[config.mk]
export PLATFORM = sky130hd
export DESIGN_NAME = utf8_to_utf16_decoder
export DESIGN_NICKNAME = d
export VERILOG_FILES = /design/src/utd_pkg.sv /design/src/utd_front.sv /design/src/utd_queue.sv /design/src/utd_back.sv /design/src/utf8_to_utf16_decoder.sv
export SDC_FILE = /design/constraint.sdc
export NUM_CORES = 1
export LEC_CHECK = 0
export ABC_AREA = 1
export BUFFER_PORTS_ARGS = -buffer_cell sky130_fd_sc_hd__buf_4
export CORE_MARGIN = 2
export CORE_UTILIZATION = 40
export CTS_CLUSTER_DIAMETER = 50
export CTS_CLUSTER_SIZE = 10
export DETAILED_ROUTE_END_ITERATION = 6
export MAX_ROUTING_LAYER = met4
export RECOVER_POWER = 100
export SYNTH_ARGS = -nofsm -noshare
export SYNTH_HDL_FRONTEND = slang
export SYNTH_HIERARCHICAL = 1
export SYNTH_SLANG_ARGS = --single-unit
[constraint.sdc]
create_clock -name clk_i -period 5.8 [get_ports clk_i]
set_input_delay 1.16 -clock clk_i [delete_from_list [all_inputs] [get_ports clk_i]]
set_output_delay 1.16 -clock clk_i [all_outputs]
set_load 0.05 [all_outputs]
[src/utd_pkg.sv]
// Shared types and constants for the UTF-8 to UTF-16 decoder.
// Used by utd_front, utd_queue, utd_back and utf8_to_utf16_decoder.
package utd_pkg;

  localparam int COUNT_WIDTH = 16;
  localparam int CNT_W = (COUNT_WIDTH < 16) ? COUNT_WIDTH : 16;
  localparam logic [CNT_W-1:0] CNT_LIMIT = '1;

  localparam logic [31:0] SURR_BASE = 32'h0001_0000;
  localparam logic [31:0] RANGE_END = 32'h0011_0000;
  localparam logic [15:0] HI_SURR   = 16'hD800;
  localparam logic [15:0] LO_SURR   = 16'hDC00;

  typedef enum logic [1:0] {
    ST_OK    = 2'd0,
    ST_STRAY = 2'd1,
    ST_RANGE = 2'd2,
    ST_TRUNC = 2'd3
  } utd_status_e;

  typedef struct packed {
    logic [15:0] unit0;
    logic [15:0] unit1;
    logic        pair;
    logic        has_unit;
    logic        last;
    utd_status_e status;
  } utd_entry_t;

endpackage

[src/utd_front.sv]
// Front end: accepts bytes, tracks the multi-byte sequence and classifies
// each byte into a queue entry. Depends on utd_pkg.
module utd_front (
  input  logic                clk_i,
  input  logic                rst_ni,
  input  logic                in_valid_i,
  output logic                in_stall_o,
  input  logic [7:0]          data_byte_i,
  input  logic                last_byte_i,
  input  logic                q_full_i,
  output logic                push_o,
  output utd_pkg::utd_entry_t entry_o
);
  import utd_pkg::*;

  logic        halted_q, halted_d;
  logic [2:0]  pend_q, pend_d;
  logic [31:0] acc_q, acc_d;
  utd_status_e err_q, err_d;

  logic        accept;
  logic        fin;
  logic [31:0] fin_val;
  logic [31:0] acc_sh;
  logic [31:0] sv;
  logic [2:0]  pend_dec;
  logic        has_unit, pair;
  logic [15:0] u0, u1;
  utd_status_e st;

  assign accept     = in_valid_i && !in_stall_o;
  assign in_stall_o = q_full_i;
  assign acc_sh     = {acc_q[25:0], data_byte_i[5:0]};
  assign pend_dec   = pend_q - 3'd1;
  assign sv         = fin_val - SURR_BASE;

  always_comb begin
    halted_d = halted_q;
    pend_d   = pend_q;
    acc_d    = acc_q;
    err_d    = err_q;
    fin      = 1'b0;
    fin_val  = acc_q;
    has_unit = 1'b0;
    pair     = 1'b0;
    u0       = 16'h0000;
    u1       = 16'h0000;
    if (!halted_q) begin
      if (pend_q == 3'd0) begin
        if (data_byte_i == 8'h00) begin
          halted_d = 1'b1;
          err_d    = ST_TRUNC;
        end else if (!data_byte_i[7]) begin
          has_unit = 1'b1;
          u0       = {8'h00, data_byte_i};
        end else if (!data_byte_i[6]) begin
          halted_d = 1'b1;
          err_d    = ST_STRAY;
        end else if (!data_byte_i[5]) begin
          pend_d = 3'd1;
          acc_d  = {27'd0, data_byte_i[4:0]};
        end else if (!data_byte_i[4]) begin
          pend_d = 3'd2;
          acc_d  = {28'd0, data_byte_i[3:0]};
        end else if (!data_byte_i[3]) begin
          pend_d = 3'd3;
          acc_d  = {29'd0, data_byte_i[2:0]};
        end else if (!data_byte_i[2]) begin
          pend_d = 3'd4;
          acc_d  = {30'd0, data_byte_i[1:0]};
        end else begin
          pend_d = 3'd5;
          acc_d  = {30'd0, data_byte_i[1:0]};
        end
      end else begin
        if (data_byte_i == 8'h00) begin
          halted_d = 1'b1;
          err_d    = ST_TRUNC;
          pend_d   = 3'd0;
        end else if (data_byte_i[7:6] == 2'b10) begin
          acc_d   = acc_sh;
          pend_d  = pend_dec;
          fin     = (pend_dec == 3'd0);
          fin_val = acc_sh;
        end else begin
          pend_d = 3'd0;
          fin    = 1'b1;
        end
      end
    end
    if (fin) begin
      if (fin_val < SURR_BASE) begin
        has_unit = 1'b1;
        u0       = fin_val[15:0];
      end else if (fin_val >= RANGE_END) begin
        halted_d = 1'b1;
        err_d    = ST_RANGE;
      end else begin
        has_unit = 1'b1;
        pair     = 1'b1;
        u0       = HI_SURR + {6'd0, sv[19:10]};
        u1       = LO_SURR + {6'd0, sv[9:0]};
      end
    end
    st = err_d;
    if (!halted_d && pend_d != 3'd0) begin
      st = ST_TRUNC;
    end
    if (last_byte_i) begin
      halted_d = 1'b0;
      pend_d   = 3'd0;
      acc_d    = 32'd0;
      err_d    = ST_OK;
    end
  end

  always_comb begin
    entry_o.unit0    = u0;
    entry_o.unit1    = u1;
    entry_o.pair     = pair;
    entry_o.has_unit = has_unit;
    entry_o.last     = last_byte_i;
    entry_o.status   = st;
    push_o           = accept && (has_unit || last_byte_i);
  end

  always_ff @(posedge clk_i or negedge rst_ni) begin
    if (!rst_ni) begin
      halted_q <= 1'b0;
      pend_q   <= 3'd0;
      acc_q    <= 32'd0;
      err_q    <= ST_OK;
    end else if (accept) begin
      halted_q <= halted_d;
      pend_q   <= pend_d;
      acc_q    <= acc_d;
      err_q    <= err_d;
    end
  end

endmodule

[src/utd_queue.sv]
// Two-entry queue between the front and back ends.
// Depends on utd_pkg for the entry type.
module utd_queue (
  input  logic                clk_i,
  input  logic                rst_ni,
  input  logic                push_i,
  input  utd_pkg::utd_entry_t entry_i,
  output logic                full_o,
  input  logic                pop_i,
  output logic                valid_o,
  output utd_pkg::utd_entry_t entry_o
);
  import utd_pkg::*;

  utd_entry_t mem_q [2];
  logic       wr_q, rd_q;
  logic [1:0] cnt_q, cnt_d;

  assign valid_o = (cnt_q != 2'd0);
  assign full_o  = (cnt_q == 2'd2);
  assign entry_o = mem_q[rd_q];

  always_comb begin
    cnt_d = cnt_q;
    if (push_i && !pop_i) begin
      cnt_d = cnt_q + 2'd1;
    end else if (pop_i && !push_i) begin
      cnt_d = cnt_q - 2'd1;
    end
  end

  always_ff @(posedge clk_i or negedge rst_ni) begin
    if (!rst_ni) begin
      wr_q  <= 1'b0;
      rd_q  <= 1'b0;
      cnt_q <= 2'd0;
    end else begin
      cnt_q <= cnt_d;
      if (push_i) begin
        wr_q <= ~wr_q;
      end
      if (pop_i) begin
        rd_q <= ~rd_q;
      end
    end
  end

  always_ff @(posedge clk_i) begin
    if (push_i) begin
      mem_q[wr_q] <= entry_i;
    end
  end

endmodule

[src/utd_back.sv]
// Back end: expands queue entries into one or two result transfers,
// keeps the saturating unit count. Depends on utd_pkg.
module utd_back (
  input  logic                clk_i,
  input  logic                rst_ni,
  input  logic                q_valid_i,
  input  utd_pkg::utd_entry_t q_entry_i,
  output logic                pop_o,
  output logic                out_valid_o,
  input  logic                out_stall_i,
  output logic [15:0]         code_unit_o,
  output logic                unit_valid_o,
  output logic                end_of_string_o,
  output logic [15:0]         units_total_o,
  output logic [1:0]          status_o
);
  import utd_pkg::*;

  logic             out_valid_q;
  logic [15:0]      code_q;
  logic             uvalid_q;
  logic             eos_q;
  logic [15:0]      total_q;
  utd_status_e      status_q;
  logic             beat_q, beat_d;
  logic [CNT_W-1:0] cnt_q, cnt_d, cnt_inc;
  logic             load, emit, final_beat, eos;

  assign load       = !out_valid_q || !out_stall_i;
  assign emit       = load && q_valid_i;
  assign final_beat = !(q_entry_i.pair && !beat_q);
  assign eos        = q_entry_i.last && final_beat;
  assign pop_o      = emit && final_beat;

  always_comb begin
    cnt_inc = cnt_q;
    if (q_entry_i.has_unit && cnt_q != CNT_LIMIT) begin
      cnt_inc = cnt_q + CNT_W'(1);
    end
    cnt_d  = cnt_q;
    beat_d = beat_q;
    if (emit) begin
      cnt_d  = eos ? '0 : cnt_inc;
      beat_d = !final_beat;
    end
  end

  always_ff @(posedge clk_i or negedge rst_ni) begin
    if (!rst_ni) begin
      out_valid_q <= 1'b0;
      beat_q      <= 1'b0;
      cnt_q       <= '0;
    end else begin
      beat_q <= beat_d;
      cnt_q  <= cnt_d;
      if (load) begin
        out_valid_q <= q_valid_i;
      end
    end
  end

  always_ff @(posedge clk_i) begin
    if (emit) begin
      code_q   <= beat_q ? q_entry_i.unit1 : q_entry_i.unit0;
      uvalid_q <= q_entry_i.has_unit;
      eos_q    <= eos;
      total_q  <= 16'(cnt_inc);
      status_q <= eos ? q_entry_i.status : ST_OK;
    end
  end

  assign out_valid_o     = out_valid_q;
  assign code_unit_o     = code_q;
  assign unit_valid_o    = uvalid_q;
  assign end_of_string_o = eos_q;
  assign units_total_o   = total_q;
  assign status_o        = status_q;

`ifndef NO_ASSERTIONS
  a_second_beat_held: assert property (@(posedge clk_i) disable iff (!rst_ni)
    beat_q |-> q_valid_i && q_entry_i.pair)
    else $error("second surrogate beat without its entry");
  a_bare_is_end: assert property (@(posedge clk_i) disable iff (!rst_ni)
    out_valid_o && !unit_valid_o |-> end_of_string_o)
    else $error("unit-less result that is not the end mark");
  a_status_at_end: assert property (@(posedge clk_i) disable iff (!rst_ni)
    out_valid_o && status_o != ST_OK |-> end_of_string_o)
    else $error("error status on a non-final result");
  a_count_cleared: assert property (@(posedge clk_i) disable iff (!rst_ni)
    out_valid_o && end_of_string_o |-> cnt_q == '0)
    else $error("unit count not cleared after end of string");
`endif

endmodule

[src/utf8_to_utf16_decoder.sv]
// Top level of the UTF-8 to UTF-16 decoder: front end, queue, back end.
// Depends on utd_pkg, utd_front, utd_queue and utd_back.
//
// Takes one UTF-8 byte per transfer and delivers UTF-16 code units. A byte
// is taken every cycle while the two-entry queue between the front end
// (sequence decode) and the back end (result output) has room. Each byte
// causes zero, one or two results; a code point from 0x10000 to 0x10FFFF
// gives a surrogate pair, which the back end sends as two results, the high
// surrogate first. The final byte of a string always yields one result
// flagged end_of_string, carrying the status and the saturating unit count,
// and clears all state for the next string. A result is registered in the
// queue and then in the back end's output register before it is valid.
module utf8_to_utf16_decoder (
  input  logic        clk_i,
  input  logic        rst_ni,
  input  logic        in_valid_i,
  output logic        in_stall_o,
  input  logic [7:0]  data_byte_i,
  input  logic        last_byte_i,
  output logic        out_valid_o,
  input  logic        out_stall_i,
  output logic [15:0] code_unit_o,
  output logic        unit_valid_o,
  output logic        end_of_string_o,
  output logic [15:0] units_total_o,
  output logic [1:0]  status_o
);
  import utd_pkg::*;

  utd_entry_t push_entry, head_entry;
  logic       push, q_full, q_valid, pop;

  utd_front u_front (
    .clk_i       (clk_i),
    .rst_ni      (rst_ni),
    .in_valid_i  (in_valid_i),
    .in_stall_o  (in_stall_o),
    .data_byte_i (data_byte_i),
    .last_byte_i (last_byte_i),
    .q_full_i    (q_full),
    .push_o      (push),
    .entry_o     (push_entry)
  );

  utd_queue u_queue (
    .clk_i   (clk_i),
    .rst_ni  (rst_ni),
    .push_i  (push),
    .entry_i (push_entry),
    .full_o  (q_full),
    .pop_i   (pop),
    .valid_o (q_valid),
    .entry_o (head_entry)
  );

  utd_back u_back (
    .clk_i           (clk_i),
    .rst_ni          (rst_ni),
    .q_valid_i       (q_valid),
    .q_entry_i       (head_entry),
    .pop_o           (pop),
    .out_valid_o     (out_valid_o),
    .out_stall_i     (out_stall_i),
    .code_unit_o     (code_unit_o),
    .unit_valid_o    (unit_valid_o),
    .end_of_string_o (end_of_string_o),
    .units_total_o   (units_total_o),
    .status_o        (status_o)
  );

endmodule
==> results of run 1 <==
==> path summary, 6_finish.rpt <==
kind / endpoint / slack [ns] / cells past startpoint
max: u_queue/mem_q[0][30] / 1.0 / 16
min: u_queue/cnt_q[1] / 0.48 / 2
max reg2reg: u_queue/mem_q[0][30] / 1.55 / 18
min reg2reg: u_queue/cnt_q[1] / 0.48 / 2
max in group asynchronous: u_queue/rd_q / 1.61 / 1
min in group asynchronous: u_front/acc_q[30] / 1.96 / 1
==> power breakdown <==
part | total [uW] | switching (uW) | internal [uW]
combinational | 2720 | 1980 | 734
clock | 1110 | 466 | 648
sequential | 2000 | 156 | 1850
==> state kept, by name, indices dropped and copies added (netlist names) <==
| register | count |
|---|---|
| u_back/beat_q | 1 |
| u_back/status_o | 2 |
| u_back/units_total_o | 16 |
| u_back/out_valid_o | 1 |
| u_front/err_q | 2 |
| u_front/pend_q | 3 |
| u_back/cnt_q | 16 |
| u_queue/rd_q | 1 |
| u_queue/mem_q | 74 |
| u_back/end_of_string_o | 1 |
| u_front/halted_q | 1 |
| u_queue/cnt_q | 2 |
| u_front/acc_q | 32 |
| u_back/code_unit_o | 16 |
| u_queue/wr_q | 1 |
| u_back/unit_valid_o | 1 |
==> cells by family (layout without fill, tap and decap cells) <==
| logic type | after synthesis | count (layout) | synth area share, % |
|---|---|---|---|
| and+or+nand+nor | 525 | 525 | 25.4 |
| DFF | 170 | 170 | 52.6 |
| buffers and inverters | 152 | 190 | 8.14 |
| AOI/OAI and AO/OA | 103 | 103 | 6.67 |
| muxes | 37 | 37 | 5.39 |
| xor gates and xnor gates | 8 | 8 | 0.767 |
| adders and majority gates | 7 | 7 | 0.959 |
| other | 1 | 1 | 0.0411 |
==> cells in the mapped netlist, drive strengths merged (7+ instances only) <==
cell    count  area (um2)
nand2     330        1300
edfxtp    110        3300
inv       102         390
nand3      81         433
nor2       76         334
dfrtp      60        1500
buf        40         315
o21ai      40         208
mux2       37         492
a21oi      27         143
nand4      17         121
o31ai      15         113
and2       12        75.1
clkbuf      9        33.8
o22ai       8        50.1
ha          7        87.6
xor2        7        61.3
==> worst max-delay path, stage by stage <==
cell      delay (ns)
clkbuf_1        0.30
inv_4           0.16
nand2_1         1.01
nand2_1         0.16
o21ai_2         0.17
nand3_1         0.12
nand2_1         0.14
nand3_1         0.25
nor2_8          0.22
nand3_1         0.22
nand3_1         0.13
nand2_1         0.06
inv_1           0.14
inv_1           0.09
nor2_4          0.07
buf_4           0.43
==> stage by stage <==
| stage | area (um2) | instances | util, % | total power (uW) | worst slack (ns) |
|---|---|---|---|---|---|
| 2_1_floorplan | 9130 | 1003 | - | 4240 | 0.691 |
| 3_3_place_gp | 9560 | 1294 | 42.5 | 4880 | 1.31 |
| 3_5_place_dp | 9560 | 1294 | 42.5 | 4910 | 1.17 |
| 4_1_cts | 10100 | 1326 | 45.0 | 6040 | 1.63 |
| 5_1_grt | 9880 | 1326 | 43.9 | 6220 | 0.644 |
| 6_report | 9880 | 1326 | 43.9 | 5830 | 0.998 |
==> final cells by class <==
type / instances / area [um2]
Timing Repair Buffer: 55 / 251
Fill cell: 2218 / 12600
Tap cell: 285 / 357
Sequential cell: 170 / 4810
Clock buffer: 22 / 454
Clock inverter: 10 / 119
Multi-Input combinational cell: 681 / 3500
Inverter: 103 / 394
==> layer usage <==
| layer | vias to the layer above | wire (um) | share of wire [%] | global-route usage [%] |
|---|---|---|---|---|
| met1 | 3185 | 9820 | 48 | 23.9 |
| li1 | 3377 | - | - | - |
| met4 | 0 | 258 | 1.3 | 5.29 |
| met3 | 17 | 768 | 3.7 | 2.90 |
| met2 | 164 | 9790 | 47 | 28.4 |
| met5 | - | 0 | 0 | - |
==> layout by cell type (no fill, tap or decap), types with 15 or more instances in the layout <==
cell type / instances
a21oi_1: 27
clkbuf_1: 47
clkbuf_16: 17
dfrtp_1: 59
edfxtp_1: 110
inv_1: 92
mux2_2: 15
mux2_4: 18
nand2_1: 317
nand3_1: 80
nand4_1: 17
nor2_1: 70
o21ai_0: 36
o31ai_1: 15
==> impl_metrics.csv, run 1 <==
group,metric,value,unit
run_status,status,"finished with violations",
run_status,violations,"capacitance limit, slew limit",
run,maxCapViolations,3,
worst_hold_path,worstHoldStart,"u_queue/cnt_q[1]",
floorplan,io_pins,51,
logic_synthesis,synth.distinct_cells,48,
pwr,power.density,590,nW/um2
setup_path,cp_max_fo,40,
global_route,globalRouteOverflowTotal,0,
cts,postCtsResizedCells,0,
logic_synthesis,synthArstFlopShare,35.3,%
floorplan,core,22500,um2
detailed_routing,post-route-drc-count,0,
global_route,grt_usage,17.9,%
cts,cts_tree,"built",
timing,drv_slew,145,
timing,setup_viol,0,
floorplan,rows,55,
timing,fin_crit,4.80,ns
setup_path,cp.required,5.85,ns
cts,cts_buffers,17,
timing,post-route-period-util,82.8,%
setup_path,crit_path_start,"data_byte_i[6]",
timing,relSlewSlack,-136,%
cts,cts_buffer_depth,2,
timing,rsz0062_at_grt,"no",
setup_path,startpoint_type,"primary input",
finish,area_growth,8.25,%
placed_design,hpwlAfterDp,13900,um
detailed_routing,vias_per_cell,5.09,
detailed_routing,wl_per_cell,15.6,um
worst_hold_path,hold_class,"reg -> reg",
logic_synthesis,synth-edff-count,110,
global_route,grt_pass1_vias,6313,
detailed_routing,routed_wl,20600,um
timing,hold_viol,0,
finish,drive_above_1_share,10.2,%
cts,cts_hold_buffers,0,
logic_synthesis,ys_warn_count,6,
cts,cts.reportedPaths.clkPinSlew,0.06,ns
detailed_routing,num_vias,6743,
detailed_routing,drt_pre_antenna_iters,5,
logic_synthesis,postSynthCellCount,1003,
setup_path,path_class,"in -> reg",
global_route,grt_pass1_wl,33000,um
logic_synthesis,yosysSeqAreaShare,52.6,%
cts,clkLatencyLatePin,0.42,ns
setup_path,arrival,4.85,ns
global_route,grt_max_degree,61,
logic_synthesis,synth_area,9130,um2
logic_synthesis,synth_ff_type,"edfxtp_1",
logic_synthesis,syn_nets,1023,
placed_design,gp_congestion,0.893,
finish,diodes,0,
floorplan,die_y,155,um
setup_path,r2r_start,"u_front/pend_q[0]",
timing,hold_ws,0.480,ns
timing,timing.setup.tns,0,ns
detailed_routing,drtAntennaViolNets,0,
logic_synthesis,synth.avg_cell_area,9.10,um2
finish,nets,1048,
timing,clock_skew,0.00847,ns
cts,cts.sinks,170,
cts,htreeDepth,4,
floorplan,die_area,24100,um2
global_route,antenna_found_initial,0,
timing,clock.fmax,0.208,GHz
cts,root_buffer,"clkbuf_16",
placed_design,port_buffers,50,
timing,tightestPinTransition,3.54,ns
logic_synthesis,synth-seq-cells,170,
floorplan,start_util,40.6,%
setup_path,end_kind,"flop",
pwr,ir_worst_vdd,229,uV
pwr,leakage,0.00430,uW
detailed_routing,drt-initial-drc-count,549,
floorplan,die_x,155,um
cts,post_cts_buffers,0,
(Power assumes the default switching activity.)
==> inputs of run 2 (changes only) <==
ABC_AREA = 0   (was 1)
clock period = 5 ns   (was 5.8 ns; I/O delays follow)
==> run 2 against run 1 <==
The run still ends with capacitance limit, slew limit left. Global-route usage is 0.68 points lower. Cell area is 6.2% lower. Critical endpoint is now u_queue/mem_q[0][12]. Wire length is 14% lower. Synthesized cell count is 34% lower. Largest power group is now sequential cells. Core utilization is 1.8 points higher. Combinational power is 21% lower. Critical path depth is 1 lower. Non-clock buffer count is 3 higher.
==> impl_metrics.csv, run 2 <==
group,metric,value,unit
logic_synthesis,synth.distinct_cells,74,
global_route,grt_max_degree,61,
setup_path,cpPeakStageDelay,0.61,ns
setup_path,cp_num_buf_inv,4,
floorplan,die_y,148,um
timing,setup_ws,0.609,ns
logic_synthesis,yosysSeqAreaShare,58.0,%
floorplan,die_area,21900,um2
global_route,antenna_found_initial,0,
cts,root_buffer,"clkbuf_16",
global_route,met3_usage,3.52,%
floorplan,io_pins,51,
finish,largest_reg_flops,74,
pwr,ir_worst_vdd,274,uV
cts,cts.sinks,170,
timing,hold_ws,0.501,ns
cts,cts_hold_buffers,0,
logic_synthesis,yosys.area.top_type,"edfxtp_1",
detailed_routing,routed_wl,17800,um
detailed_routing,num_vias,5444,
timing,clock_skew,0.0209,ns
setup_path,startpoint_type,"primary input",
worst_hold_path,holdPathEnd,"u_queue/cnt_q[1]",
finish,final_common_cell,"edfxtp_1",
placed_design,place_ws,0.445,ns
worst_hold_path,hold_class,"reg -> reg",
timing,post-route-period-util,87.8,%
logic_synthesis,synth_top_area_share,39.9,%
setup_path,arrival,4.50,ns
timing,setup_viol,0,
global_route,globalRouteOverflowTotal,0,
logic_synthesis,synth_common_cells,"110 x edfxtp_1, 60 x dfrtp_1, 58 x nand2_1, 33 x mux2_2, 32 x a22o_1",
finish,area_growth,11.9,%
logic_synthesis,postSynthCellCount,657,
global_route,grt_pass1_wl,28800,um
placed_design,dpl_cell_area,8800,um2
cts,postCtsResizedCells,0,
cts,cts.reportedPaths.clkPinSlew,0.06,ns
logic_synthesis,synth-edff-count,110,
setup_path,rr_endpoint,"u_queue/mem_q[0][12]",
setup_path,rr_worst_depth,14,
detailed_routing,wl_per_cell,18.3,um
floorplan,core,20300,um2
timing,drv_slew,100,
cts,htreeDepth,4,
worst_hold_path,worstHoldStart,"u_queue/cnt_q[1]",
global_route,grt.busiest_layer,"met2",
timing,fin_crit,4.39,ns
setup_path,reg2reg_setup_slack,0.87,ns
worst_hold_path,hold_depth,1,
detailed_routing,vias_per_cell,5.61,
global_route,grt_use_met2,26.8,%
setup_path,crit_path_start,"data_byte_i[6]",
timing,relSlewSlack,-123,%
setup_path,cp_slowest_cell,"or4_1",
timing,clock.fmax,0.228,GHz
logic_synthesis,yosysMostFrequentCell,"edfxtp_1",
placed_design,post-place-cells,938,
setup_path,path_class,"in -> reg",
placed_design,hpwlAfterDp,11900,um
global_route,grt_usage,17.2,%
cts,cts_buffers,17,
setup_path,end_kind,"flop",
pwr,power.density,650,nW/um2
timing,timing.setup.tns,0,ns
finish,mostFrequentLayoutCells,"110 x edfxtp_1, 60 x dfrtp_1, 58 x nand2_1",
setup_path,path_cells,"clkbuf_1 -> nand2b_1 -> nor3_1 -> buf_4 -> nand2_1 -> nand2_1 -> inv_1 -> ha_1 -> nor4b_1 -> a311oi_1 -> or4_1 -> nand2_1 -> o21a_1 -> nor2b_4 -> buf_12",
finish,regArea,4800,um2
setup_path,cpMostUsedCell,"nand2_1",
cts,clkLatencyLatePin,0.43,ns
floorplan,die_x,148,um
finish,nets,707,
timing,rsz0062_at_grt,"no",
timing,tightestPinTransition,3.34,ns
finish,fillers,1871,
finish,top_regs,"u_queue/mem_q (74), u_front/acc_q (32)",
setup_path,cp.required,5.10,ns
floorplan,rows,52,
setup_path,cp_top_family,"simple AND/OR/NAND/NOR gates",
detailed_routing,drt-initial-drc-count,444,
timing,hold_viol,0,
setup_path,r2r_start,"u_front/pend_q[0]",
logic_synthesis,synth.area.top_cells,"edfxtp_1 40%, dfrtp_1 18%, mux2_2 4.5%, mux2_4 3.6%, a22o_1 3.4%",
placed_design,port_buffers,50,
global_route,grt_pass1_vias,5385,
detailed_routing,drt_pre_antenna_iters,5,
finish,fin_area,9280,um2
cts,cts_buffer_depth,2,
finish,layout.cells.non_filler,970,
detailed_routing,drtAntennaViolNets,0,
logic_synthesis,synth-seq-cells,170,
pwr,leakage,0.00346,uW
logic_synthesis,synth_ff_type,"edfxtp_1",
run,maxCapViolations,2,
setup_path,cp.depth,15,
run_status,status,"finished with violations",
setup_path,cp_max_fo,37,
cts,cts_tree,"built",
global_route,grtUsageMet1,22.7,%
cts,post_cts_buffers,0,
logic_synthesis,synthArstFlopShare,35.3,%
finish,drive_above_1_share,15.0,%
run_status,violations,"capacitance limit, slew limit",
logic_synthesis,syn_nets,677,
finish,multi_input_area,3120,um2
finish,largest-register,"u_queue/mem_q",
logic_synthesis,synth_area,8290,um2
detailed_routing,post-route-drc-count,0,
logic_synthesis,ys_warn_count,6,
floorplan,start_util,40.8,%
placed_design,gp_congestion,0.909,
finish,diodes,0,
logic_synthesis,synth.avg_cell_area,12.6,um2
## run 2: logic make-up (layout without fill, tap and decap cells)
| group | after synthesis | after routing | share of synthesized area (%) |
|---|---|---|---|
| AOI/OAI and AO/OA | 138 | 138 | 12.1 |
| adders and majority gates | 7 | 7 | 1.06 |
| muxes | 68 | 68 | 9.92 |
| other | 1 | 1 | 0.0453 |
| and+or+nand+nor | 191 | 191 | 12.4 |
| DFF | 170 | 170 | 58.0 |
| buffers and inverters | 59 | 102 | 4.06 |
| xor gates and xnor gates | 23 | 23 | 2.43 |
## run 2: cell type report
type,instances,area share [%]
clock buffers,20,4.82
clock inverters,12,2.37
inverters,12,0.486
flip-flops and latches,170,51.8
well taps,270,3.64
multi-input cells,428,33.6
repair buffers,58,3.26
## run 2: power breakdown
| group | internal, uW | switching, uW | total, uW | leakage, uW |
|---|---|---|---|---|
| clock | 950 | 526 | 1480 | 0.000324 |
| sequential | 2030 | 358 | 2390 | 0.00183 |
| combinational | 743 | 1420 | 2160 | 0.00131 |
| total | 3730 | 2300 | 6030 | 0.00346 |
## run 2: routing by layer
layer / share of wire (%) / wire [um] / up-vias
li1: - / - / 2553
met1: 46 / 8150 / 2698
met2: 48 / 8450 / 166
met3: 4.7 / 842 / 27
met4: 1.9 / 331 / 0
met5: 0 / 0 / -
## run 2: how the worst max path moves through the flow
stage / endpoint / slack [ns]
2_1_floorplan: u_queue/mem_q[0][0] / 0.13
3_3_place_gp: u_queue/mem_q[0][18] / 0.63
3_5_place_dp: u_queue/mem_q[0][18] / 0.44
4_1_cts: u_queue/mem_q[0][17] / 0.90
5_1_grt: u_queue/mem_q[1][12] / 0.30
6_report: u_queue/mem_q[0][12] / 0.61
## run 2: stage by stage
| stage | total power [uW] | utilization (%) |
|---|---|---|
| after floorplan | 4150 | - |
| final | 6030 | 45.7 |
| after CTS | 6230 | 46.7 |
| after global routing | 6360 | 45.7 |
| after global placement | 4690 | 43.4 |
| after detailed placement | 4730 | 43.4 |
==> inputs of run 3 (changes only) <==
clock period = 4.21 ns   (was 5 ns; I/O delays follow)
==> run 3 against run 2 <==
The flow still finishes with violations (capacitance limit, slew limit). Clock power increased by 14%. Hold slack got worse by 0.0066 ns. Sequential power up 16%. Largest cell class unchanged.
==> impl_metrics.csv, run 3 (same netlist as run 2, synthesis figures left out) <==
group,metric,value,unit
timing,clock_skew,0.0104,ns
detailed_routing,vias_per_cell,5.59,
global_route,grt_pass1_wl,29200,um
worst_hold_path,hold_class,"reg -> reg",
pwr,leakage,0.00346,uW
global_route,antenna_found_initial,0,
timing,hold_viol,0,
finish,fin_util,45.7,%
pwr,p_seq_share,39.2,%
finish,mostFrequentLayoutCells,"110 x edfxtp_1, 60 x dfrtp_1, 58 x nand2_1",
cts,cts_tree,"built",
timing,relSlewSlack,-39.8,%
setup_path,end_kind,"flop",
detailed_routing,drt_pre_antenna_iters,5,
cts,cts.sinks,170,
finish,top_regs,"u_queue/mem_q (74), u_front/acc_q (32)",
detailed_routing,post-route-drc-count,0,
cts,htreeDepth,4,
timing,setup_viol,0,
placed_design,place_ws,0.171,ns
cts,cts.reportedPaths.clkPinSlew,0.06,ns
timing,post-route-period-util,91.7,%
global_route,grt_pass1_vias,5420,
finish,diodes,0,
global_route,grt_max_degree,61,
finish,largest-register,"u_queue/mem_q",
setup_path,cp.required,4.32,ns
timing,drv_slew,134,
floorplan,io_pins,51,
finish,drive_above_1_share,16.1,%
finish,largest_reg_flops,74,
cts,cts_buffer_depth,2,
timing,hold_ws,0.494,ns
detailed_routing,drt-initial-drc-count,607,
pwr,power.density,764,nW/um2
floorplan,die_x,148,um
detailed_routing,wl_per_cell,18.1,um
timing,clock.fmax,0.259,GHz
finish,fin_area,9290,um2
pwr,clockPowerShare,23.6,%
floorplan,die_area,21900,um2
timing,fin_crit,3.86,ns
finish,area_growth,12.0,%
setup_path,cp_max_fo,37,
floorplan,core,20300,um2
floorplan,die_y,148,um
global_route,grt_usage,17.4,%
cts,cts_buffers,17,
detailed_routing,routed_wl,17600,um
pwr,internal-power,4360,uW
timing,setup_ws,0.350,ns
cts,clkLatencyLatePin,0.42,ns
floorplan,start_util,40.8,%
pwr,ir_worst_vdd,292,uV
cts,post_cts_buffers,0,
run_status,status,"finished with violations",
detailed_routing,num_vias,5423,
global_route,globalRouteOverflowTotal,0,
placed_design,port_buffers,50,
pwr,p_sw,2730,uW
finish,nets,708,
timing,rsz0062_at_grt,"no",
pwr,power,7090,uW
placed_design,gp_congestion,0.938,
placed_design,hpwlAfterDp,11900,um
finish,final_common_cell,"edfxtp_1",
setup_path,path_class,"reg -> reg",
pwr,p_comb_share,37.2,%
placed_design,dpl_cell_area,8840,um2
setup_path,reg2reg_setup_slack,0.35,ns
setup_path,startpoint_type,"flop",
cts,root_buffer,"clkbuf_16",
pwr,swShare,38.5,%
detailed_routing,drtAntennaViolNets,0,
floorplan,rows,52,
run_status,violations,"capacitance limit, slew limit",
timing,tightestPinTransition,2.10,ns
run,maxCapViolations,3,
setup_path,arrival,3.97,ns
==> run 3: cell count changes in the layout (fill, tap and decap cells not counted), sizes merged <==
cell,change
buf,+1
bufinv,-1
clkbuf,-1
inv,+1
==> run 3: critical path, stage by stage, from the launching register on <==
cell      delay (ns)
dfrtp_1         0.42
inv_1           0.11
ha_1            0.23
nor2b_2         0.24
or3_4           0.35
nand2_1         0.07
nand2_1         0.09
inv_1           0.08
ha_2            0.24
nor4b_2         0.21
a311oi_1        0.09
or4_1           0.60
nand2_1         0.14
o21a_1          0.22
nor2b_4         0.20
buf_12          0.23
==> run 3: power by group through the flow <==
stage / clock network [uW] / registers, uW / logic, uW
2_1_floorplan: 0 / 3250 / 1700
3_3_place_gp: 0 / 2800 / 2760
3_5_place_dp: 0 / 2820 / 2790
4_1_cts: 1710 / 2790 / 2800
5_1_grt: 1780 / 2850 / 2860
6_report: 1680 / 2780 / 2640
==> run 3: per-layer routing <==
layer | part of all wire [%] | track usage, %
met1 | 47 | 23.4
met2 | 47 | 26.7
met3 | 4.6 | 3.80
met4 | 1.7 | 5.38
met5 | 0 | -
==> run 3: cell type report <==
cell class / instances / area [um2]
multi-input combinational: 428 / 3160
timing repair buffer: 59 / 308
sequential: 170 / 4800
clock inverter: 12 / 196
fill: 1890 / 11000
clock buffer: 19 / 433
tap: 270 / 338
inverter: 12 / 45.0
==> run 3: worst paths after layout <==
check	start	end	cells past startpoint
max	u_front/pend_q[0]	u_queue/mem_q[0][6]	15
min	u_queue/cnt_q[1]	u_queue/cnt_q[1]	1
max reg2reg	u_front/pend_q[0]	u_queue/mem_q[0][6]	15
min reg2reg	u_queue/cnt_q[1]	u_queue/cnt_q[1]	1
max in group asynchronous	rst_ni	u_back/cnt_q[6]	1
min in group asynchronous	rst_ni	u_front/acc_q[27]	1
==> run 3: through the flow <==
stage / TNS [ns] / cells
after CTS: 0 / 970
after floorplan: -0.206 / 657
final: 0 / 970
after global placement: 0 / 939
after detailed placement: 0 / 939
after global routing: 0 / 970
==> run 3: repair_timing <==
action,in CTS,in global routing
setup endpoints to repair,0,75
resized for setup,0,1
endpoints found under the hold margin,0,0
hold buffers,0,0
